## src/sahm_pkg.sv

```systemverilog
// Shared constants, codes and types of the subpage access heatmap table.
`default_nettype none
package sahm_pkg;

  localparam int TABLE_ENTRIES = 64;
  localparam int SUBPAGES      = 512;
  localparam int COUNT_WIDTH   = 32;

  localparam int SUB_W   = $clog2(SUBPAGES);
  localparam int TAG_W   = 31;
  localparam int TIME_W  = 32;
  localparam int TTL_W   = 31;
  localparam int ENT_W   = $clog2(TABLE_ENTRIES);
  localparam int VCNT_W  = $clog2(TABLE_ENTRIES + 1);
  localparam int CADDR_W = ENT_W + SUB_W;
  localparam int SUM_W   = COUNT_WIDTH + SUB_W;
  localparam int TOT_W   = 48;
  localparam int WORDS   = SUBPAGES / 64;
  localparam int WI_W    = $clog2(WORDS);
  localparam int CC_W    = 10;
  localparam int EC_W    = 11;
  localparam int HP_W    = 7;
  localparam int MAX_ORDER = 9;

  localparam logic [1:0] CMD_RECORD = 2'd0;
  localparam logic [1:0] CMD_QUERY  = 2'd1;
  localparam logic [1:0] CMD_PRUNE  = 2'd2;
  localparam logic [1:0] CMD_STATS  = 2'd3;

  localparam logic [1:0] ST_OK     = 2'd0;
  localparam logic [1:0] ST_DROP   = 2'd1;
  localparam logic [1:0] ST_NODATA = 2'd2;
  localparam logic [1:0] ST_BADORD = 2'd3;

  localparam logic       REG_TTL   = 1'b0;
  localparam logic [TTL_W-1:0] TTL_RESET = 31'd30000;

  typedef struct packed {
    logic [TAG_W-1:0]       tag;
    logic [TIME_W-1:0]      stamp;
    logic [COUNT_WIDTH-1:0] total;
  } meta_t;

  typedef struct packed {
    logic [1:0]       status;
    logic [63:0]      bitmap_word;
    logic [WI_W-1:0]  word_index;
    logic             last_word;
    logic [HP_W-1:0]  hot_percent;
    logic [CC_W-1:0]  chunk_count;
    logic [EC_W-1:0]  entry_count;
    logic [TOT_W-1:0] access_total;
  } result_t;

endpackage
`default_nettype wire

```

## src/sahm_outreg.sv

```systemverilog
// Output register of the result channel.
`default_nettype none
module sahm_outreg (
  input  wire logic              clk,
  input  wire logic              rst,
  input  wire logic              push,
  input  wire sahm_pkg::result_t res,
  output logic                   ready,
  output logic                   out_valid,
  input  wire logic              out_stall,
  output sahm_pkg::result_t      out_res
);

  // take a new request when empty or when the held one leaves
  assign ready = !out_valid || !out_stall;

  always_ff @(posedge clk) begin
    if (rst) begin
      out_valid <= 1'b0;
    end else if (ready) begin
      out_valid <= push;
    end
    if (ready && push) begin
      out_res <= res;
    end
  end

endmodule
`default_nettype wire

```

## config.mk

```make
export PLATFORM = sky130hd
export DESIGN_NAME = sahm_outreg
export DESIGN_NICKNAME = d
export VERILOG_FILES = /design/src/sahm_pkg.sv /design/src/sahm_outreg.sv
export SDC_FILE = /design/constraint.sdc
export NUM_CORES = 1
export LEC_CHECK = 0
export ABC_CLOCK_PERIOD_IN_PS = 5300
export BUFFER_PORTS_ARGS = -buffer_cell sky130_fd_sc_hd__clkbuf_2
export CORE_UTILIZATION = 30
export CTS_BUF_LIST = sky130_fd_sc_hd__clkbuf_8
export CTS_CLUSTER_DIAMETER = 120
export CTS_CLUSTER_SIZE = 12
export DETAILED_ROUTE_END_ITERATION = 8
export SYNTH_ARGS = -nofsm -noshare
export SYNTH_HDL_FRONTEND = slang
export SYNTH_SLANG_ARGS = --single-unit
export TNS_END_PERCENT = 5
```

## constraint.sdc

```tcl
create_clock -name clk -period 5.3 [get_ports clk]
set_clock_uncertainty 0.2 [all_clocks]
set_input_delay 0.53 -clock clk [delete_from_list [all_inputs] [get_ports clk]]
set_output_delay 0.53 -clock clk [all_outputs]
set_load 0.005 [all_outputs]
```

* After elaboration in Yosys (flattened, before gate mapping)
Index checks and enable logic that the tools add are counted.
Widths: inputs -> output; s select.
** Operators by class
- Reductions and logical operators :: 4
** Operators with widths (count)
- $logic_not 1->1 :: 2
- $logic_and 1x1->1 :: 1
- $logic_or 1x1->1 :: 1
** Storage, ports and cells
- Register bits :: 147
- Output and inout port bits :: 148
- Word-level logic and storage cells :: 13
- Input port bits :: 150

* Longest topological paths before layout
Gate-level depths: netlist (run 1).
- Word-level depth :: 3
- Depth in mapped cells :: 2
- Gate-level depth less buffers :: 2

* Worst setup path after synthesis (run 1)
OpenSTA, ideal clock, no wires.
- Path type :: input to register
- Start point :: input port out_stall
- End point :: register out_res[0] in the netlist's numbering (enable)
- Arrival :: 3.968 ns
- Library setup time :: 0.523 ns
- Stages on the path :: 2
- Setup slack :: 0.609 ns
- Path through :: nand2_1 > and2_1
** Between the ends
- Longest elaborated chain between the ends :: 3
** Ends and longest elaborated chain
- start: declaration :: RTL line sahm_outreg.sv:10 : input wire logic out_stall,
- $logic_not 1->1 :: RTL line sahm_outreg.sv:15 : assign ready = !out_valid || !out_stall;
- $logic_or 1x1->1 :: RTL line sahm_outreg.sv:15
- $logic_and 1x1->1 :: RTL line sahm_outreg.sv:23 : if (ready && push) begin
- end signal: assignment :: RTL line sahm_outreg.sv:24 : out_res <= res;
- end: declaration :: RTL line sahm_outreg.sv:11 : output sahm_pkg::result_t out_res
Every way passes these cells.
A chain may end at the register's enable or synchronous reset.

* Worst setup path in the final report (run 1)
- Start point :: register out_valid
- End point :: register out_res[33] in the netlist's numbering (enable)
** Between the ends
- Longest elaborated chain between the ends :: 3
** Ends and longest elaborated chain
- start: declaration :: RTL line sahm_outreg.sv:9 : output logic out_valid,
- start signal: assignment :: RTL line sahm_outreg.sv:21 : out_valid <= push;
- $logic_not 1->1 :: RTL line sahm_outreg.sv:15
- $logic_or 1x1->1 :: RTL line sahm_outreg.sv:15
- $logic_and 1x1->1 :: RTL line sahm_outreg.sv:23
Every way passes these cells.

==> impl_metrics.ini, run 1 <==
[setup_path]
required_ns = 5.18
setup.worst_path.start_class = register
critical_path.endpoint_type = register
worst_path_largest_cell_delay_ns = 0.75
path_cells = nand2_1 -> and2_4 -> buf_12
cp_max_fo = 75
critical_path.slowest_cell = and2_4
reg2reg_setup_slack_ns = 3.10
cp.arrival_ns = 2.08
worstSetupPathType = reg2reg

[cells_and_area]
fillers = 1313
fin_util = 0.453
area_growth_syn_to_layout_pct = 48.4
drive_above_1_share = 0.682
layout.nets = 618
diodes = 0

[grt]
grt.busiest_layer = met2
grt.met3_usage = 0.0683
grt_antenna_before_repair = 0
wire_length_of_the_first_global_routing_pass_mm = 13.8
grt_start_max_net_pins = 76
track_usage = 0.129
number_of_global_route_vias_before_repair = 2708
gr-usage-met1 = 0.131
grt-ovfl-total = 0
grt_use_met2 = 0.211

[cts]
cts-htree-levels = 4
cts.repair_timing.setup_buffer_count = 0
clock_tree.root_cell = clkbuf_8
cts_tree = built
hold_buffers = 0
ctsResizeCount = 0
cts-buffers-inserted = 17
clk_transition_reported_paths_ns = 0.08
numClockSinks = 147
cts_max_path_buffers = 2
clk-insertion-delay-late_ns = 0.42

[yosys]
yosys.cell_count.top_type = edfxtp_1
synth_cell_type_count = 6
ys_seq_area_frac = 0.996
synth_nets = 301
synthesis.yosys.warnings = 0
synth_cells = 151
synth_seq_cells = 147
synth_top_cells_by_area = edfxtp_1 99%, dfxtp_1 0.45%, and2_1 0.14%, a21oi_1 0.11%, nand2_1 0.085%
edff_count_synth = 146
syn-cell-area_mm2 = 0.00442
async_flop_share = 0
synthDominantAreaCellType = edfxtp_1
synth_top_cell_area_share = 0.991
postSynthAreaPerCell_um2 = 29.3
ys.flop_type = edfxtp_1

[routing]
post_drt_wl_per_cell_um = 15.2
detail-route-antenna-nets = 0
routed_via_density = 4.10
drc = 0
number_of_iterations_in_the_first_detailed_routing_pass = 4
route.final.wire_length_mm = 10.1
detail_route.iter0.violations = 106
routed-via-count = 2725

[floorplan]
die_area_mm2 = 0.0152
fp-row-count = 44
initial_utilization = 0.305
dieHeight_um = 123
chipWidth_um = 123
io_pins = 298
placeableCoreArea_mm2 = 0.0145

[power_and_ir_drop]
irDropWorstVdd_mv = 0.183
pwr_density_cell_mw_per_mm2 = 365
p_leak_nw = 2.89

[placement]
dp.final_hpwl_mm = 7.64
port_buffers = 297
finalWeightedCongestion = 0.734

[timing]
max_clock_freq_ghz = 0.454
period_share = 0.415
rsz0062_at_grt = no
tightest_slew_ns = 0.924
final_number_of_hold_violating_endpoints = 0
report.final.slew_viol_count = 0
setup-tns-final_ns = 0
post-route-min-period_ns = 2.20
slew-limit-headroom = 0.384
timing.final.setup_violations = 0

[flow_run]
timing.max_cap.violations = 0

[run_status]
run_status = finished, final reports clean

[min_path]
min-delay-path-class = in2reg
[logic make-up (layout without fill, tap and decap cells)]
kind of cell           Yosys count  after routing  synth area share
AND/OR/NAND/NOR                  3              3           0.00311
flip-flops                     147            147             0.996
AO/OA/AOI/OAI                    1              1           0.00113
buffers and inverters            0            330                 0
[power breakdown]
group / switching, mW / internal [mW]
sequential: 0.0180 / 1.36
clock: 0.394 / 0.463
combinational: 0.0775 / 0.0807
[per-stage QoR]
stage | hold slack [ns] | power [mW] | setup WS, ns | instances | area [um2]
2_1_floorplan | 0.297 | 1.44 | 0.609 | 151 | 4420
3_3_place_gp | 0.302 | 1.56 | 2.82 | 633 | 6160
3_5_place_dp | 0.306 | 1.57 | 2.75 | 633 | 6160
4_1_cts | 0.0258 | 2.44 | 3.05 | 665 | 6560
5_1_grt | 0.0210 | 2.50 | 2.94 | 665 | 6560
6_report | 0.0753 | 2.39 | 3.10 | 665 | 6560
[metal layers]
layer | vias to the layer above | wire (um)
met3 | 10 | 1250
met4 | 0 | 180
met1 | 1266 | 3630
li1 | 1252 | -
met5 | - | 0
met2 | 197 | 5020
[worst max-delay path: cells and delay by family, from the launching register on]
family	cells	cell delay, ns
simple gates	2	0.84
buf+inv	1	0.44
flops	1	0.33
[state kept, by name (all words and copies together), names as in the netlist]
| register | count |
|---|---|
| out_res | 146 |
| out_valid | 1 |
[worst paths after layout]
path | depth (start not counted) | endpoint | from
max | 3 | out_res[33] | out_valid
min | 1 | out_res[13] | res[13]
max reg2reg | 3 | out_res[33] | out_valid
min reg2reg | 2 | out_valid | out_valid
[cell usage in the layout, fill, tap and decap left out, types with 2 or more instances in the layout]
cell | synthesis | final
clkinv_4 | 0 | 2
bufinv_16 | 0 | 2
edfxtp_1 | 146 | 146
clkbuf_2 | 0 | 297
inv_1 | 0 | 3
clkinv_2 | 0 | 3
clkbuf_8 | 0 | 21
[final cells by class]
class                      count  area (um2)  area share
multi-input combinational      4        21.3     0.00324
clock buffer                  21         289      0.0440
timing repair buffer         298        1510       0.230
clock inverter                11         111      0.0170
sequential                   147        4400       0.671
tap                          184         230      0.0351
Note: power is estimated with default switching activity, not from simulation.
==> run 2: changes to the inputs <==
Settings changed: ABC_AREA from default to 1, ABC_CLOCK_PERIOD_IN_PS 5300 to 2100.
Clock period 5.3 ns to 2.1 ns, I/O delays scaled along.
==> impl_metrics.ini, run 2 <==
[placement]
finalWeightedCongestion = 0.703
place_ws_ns = 0.592
dp.final_hpwl_mm = 7.80
port_buffers = 297

[cts]
numClockSinks = 147
cts-buffers-inserted = 17
cts-htree-levels = 4
cts.repair_timing.setup_buffer_count = 0
ctsResizeCount = 0
cts_max_path_buffers = 2
hold_buffers = 134
clock_tree.root_cell = clkbuf_8

[yosys]
synth_nets = 301
ys_seq_area_frac = 0.995
mux_contribution_to_synthesized_area = 0
synthSimpleGateAreaFrac = 0.00141
dominant_combinational_cell_family_by_area_after_synthesis = compound AO/OA/AOI/OAI gates
synth_xor_xnor_area_share = 0
synth_top_cell_area_share = 0.990
synthesis.yosys.warnings = 0
synth_top_cells_by_area = edfxtp_1 99%, dfxtp_1 0.45%, a21oi_2 0.20%, nand2_2 0.14%, a21oi_1 0.11%
synthAdderAreaFrac = 0
synth_seq_cells = 147
yosys.cell_count.top_type = edfxtp_1
synth_cell_type_count = 6
ys.flop_type = edfxtp_1
edff_count_synth = 146
postSynthAreaPerCell_um2 = 29.3
async_flop_share = 0
synthDominantAreaCellType = edfxtp_1
synth-compound-area-share = 0.00311
synth_cells = 151
syn-cell-area_mm2 = 0.00443

[floorplan]
fp-row-count = 44
initial_utilization = 0.306
io_pins = 298
chipWidth_um = 123
dieHeight_um = 123

[run_status]
run_status = aborted with a tool error
stop_error = [ERROR RSZ-0060] Max buffer count reached.
lastStage = clock tree synthesis (4_1_cts)
-- run 2: cell types whose count changed after synthesis --
cell	delta
and2_1	-1
nor2_1	-1
nand2_1	-1
nand2_2	+1
a21oi_2	+1
inv_1	+1
-- run 2: cell families after synthesis --
group | count (synthesis)
AOI/OAI and AO/OA | 2
and+or+nand+nor | 1
buffers and inverters | 1
DFF | 147
-- run 2: stage by stage --
| stage | hold WS, ns | area (um2) | cells | util | setup TNS, ns |
|---|---|---|---|---|---|
| after floorplan | 0.0651 | 4440 | 151 | - | -187.18 |
| after global placement | 0.167 | 6200 | 634 | 0.428 | 0 |
| after detailed placement | 0.172 | 6200 | 634 | 0.428 | 0 |
==> run 3: changes to the inputs <==
Settings changed: CORE_UTILIZATION 30 to 20, CTS_BUF_LIST sky130_fd_sc_hd__clkbuf_8 to default, CTS_CLUSTER_DIAMETER 120 to default, CTS_CLUSTER_SIZE 12 to default, PLACE_DENSITY_LB_ADDON from default to 0.15.
==> impl_metrics.ini, run 3 <==
[yosys]
ys.flop_type = edfxtp_1
synth_cell_type_count = 6
syn-cell-area_mm2 = 0.00443
synth_top_cells_by_area = edfxtp_1 99%, dfxtp_1 0.45%, a21oi_2 0.20%, nand2_2 0.14%, a21oi_1 0.11%
edff_count_synth = 146
synthDominantAreaCellType = edfxtp_1
synth_cells = 151
async_flop_share = 0
postSynthAreaPerCell_um2 = 29.3
synth_nets = 301
yosys.cell_count.top_type = edfxtp_1
synth_seq_cells = 147
synthesis.yosys.warnings = 0
ys_seq_area_frac = 0.995
synth_top_cell_area_share = 0.990

[power_and_ir_drop]
power.share.sequential = 0.471
totalPowerFinal_mw = 7.38
pwr-share-clk = 0.440
irDropWorstVdd_mv = 0.475
switchingPower_mw = 1.62
netSwitchingFraction = 0.219
power_report.internal_total_mw = 5.76
pwr_density_cell_mw_per_mm2 = 870
combinationalPowerShare = 0.089
p_leak_nw = 3.64

[setup_path]
critical_path.slowest_cell = dfxtp_2
cp_max_fo = 20
cp.arrival_ns = 1.47
worstSetupPathType = reg2reg
path_cells = a21oi_4 -> buf_12 -> buf_4
setup.worst_path.start_class = register
required_ns = 2.01
critical_path.endpoint_type = register
worst_path_largest_cell_delay_ns = 0.35

[grt]
grt_antenna_before_repair = 0
grt.met3_usage = 0.0458
number_of_global_route_vias_before_repair = 3421
grt_use_met2 = 0.190
grt-ovfl-total = 0
grt_start_max_net_pins = 43
gr-usage-met1 = 0.110
grt.busiest_layer = met2
track_usage = 0.108
wire_length_of_the_first_global_routing_pass_mm = 17.8

[timing]
finalWorstSetupSlack_ns = 0.537
slew-limit-headroom = 0.841
rsz0062_at_grt = no
final_number_of_hold_violating_endpoints = 0
max_clock_freq_ghz = 0.640
post-route-min-period_ns = 1.56
timing.final.setup_violations = 0
tightest_slew_ns = 0.238
period_share = 0.744
report.final.slew_viol_count = 0

[cts]
cts_max_path_buffers = 2
cts-htree-levels = 4
numClockSinks = 147
cts-buffers-inserted = 17
clk_transition_reported_paths_ns = 0.07
clock_tree.root_cell = clkbuf_16
cts.repair_timing.setup_buffer_count = 0
clk-insertion-delay-late_ns = 0.42
cts_tree = built
ctsResizeCount = 0

[flow_run]
timing.max_cap.violations = 0

[routing]
routed-via-count = 3269
number_of_iterations_in_the_first_detailed_routing_pass = 4
drc = 0
route.final.wire_length_mm = 12.3
post_drt_wl_per_cell_um = 13.5
detail_route.iter0.violations = 89
routed_via_density = 3.58
detail-route-antenna-nets = 0

[cells_and_area]
area_growth_syn_to_layout_pct = 91.7
leading_cell_type_in_the_layout_fill_and_taps_excluded = clkbuf_2
reg.largest.list = out_res (146), out_valid (1)
layout.nets = 771
fin_util = 0.390
drive_above_1_share = 0.535
largest_reg_flops = 146
largest_register = out_res
fillers = 2075
diodes = 0
most-common-layout-cells = 297 x clkbuf_2, 148 x dlygate4sd3_1, 146 x edfxtp_1, 17 x clkbuf_16

[floorplan]
chipWidth_um = 151
placeableCoreArea_mm2 = 0.0218
initial_utilization = 0.204
die_area_mm2 = 0.0227
fp-row-count = 54
dieHeight_um = 151
io_pins = 298

[placement]
place_ws_ns = 0.521
dp.final_hpwl_mm = 8.85
port_buffers = 297
finalWeightedCongestion = 0.731

[min_path]
min-delay-path-class = in2reg

[run_status]
run_status = finished, final reports clean
[run 3: cell counts after synthesis]
No cell type changed its count.
[run 3: kinds of logic after synthesis]
| logic type | count (synthesis) | share of synthesized area |
|---|---|---|
| flip-flops | 147 | 0.995 |
| AO/OA/AOI/OAI | 2 | 0.00311 |
| AND/OR/NAND/NOR | 1 | 0.00141 |
| buffers and inverters | 1 | 0.000847 |
[run 3: timing repair]
| item | CTS | global route |
|---|---|---|
| endpoints found under the hold margin | 147 | 0 |
| hold buffers | 148 | 0 |
| endpoints found under the setup margin | 0 | 0 |
[run 3: path summary, 6_finish.rpt]
path / start / slack (ns) / depth (start not counted) / end
setup reg to reg: out_valid / 0.54 / 3 / out_res[23]
setup / recovery: out_valid / 0.54 / 3 / out_res[23]
hold / removal: out_stall / 0.14 / 3 / out_res[121]
hold reg to reg: out_valid / 0.60 / 2 / out_res[121]
[run 3: worst max-delay path: cells and delay by family, from the launching register on]
family	cells	cell delay (ns)
buf+inv	2	0.47
flops	1	0.35
compound gates	1	0.21
[run 3: final cells by class]
type | count | area (um2) | share of cell area
clock buffer | 17 | 425 | 0.0501
clock inverter | 15 | 211 | 0.0249
inverter | 1 | 3.75 | 0.000442
multi-input combinational | 3 | 31.3 | 0.00368
sequential | 147 | 4410 | 0.519
tap | 280 | 350 | 0.0413
timing repair buffer | 451 | 3060 | 0.361
[run 3: metal layers]
layer,vias up,wire length (um)
li1,1561,-
met1,1513,4630
met2,177,6240
met3,18,1200
met4,0,252
met5,-,0
[run 3: through the flow]
| stage | TNS, ns | instance area (um2) | hold WS (ns) | std cells |
|---|---|---|---|---|
| floorplan | -187.18 | 4440 | 0.0651 | 151 |
| finish | 0 | 8490 | 0.137 | 914 |
| CTS | 0 | 8490 | 0.121 | 914 |
| global placement | 0 | 6370 | 0.167 | 734 |
| detailed placement | 0 | 6370 | 0.165 | 734 |
| global route | 0 | 8490 | 0.134 | 914 |
[run 3: power by group through the flow]
stage	logic, mW	clock network, mW	registers, mW
floorplan	0.0545	0	3.58
global placement	0.441	0	3.54
detailed placement	0.446	0	3.54
CTS	0.670	3.37	3.48
global route	0.720	3.47	3.49
finish	0.655	3.25	3.48
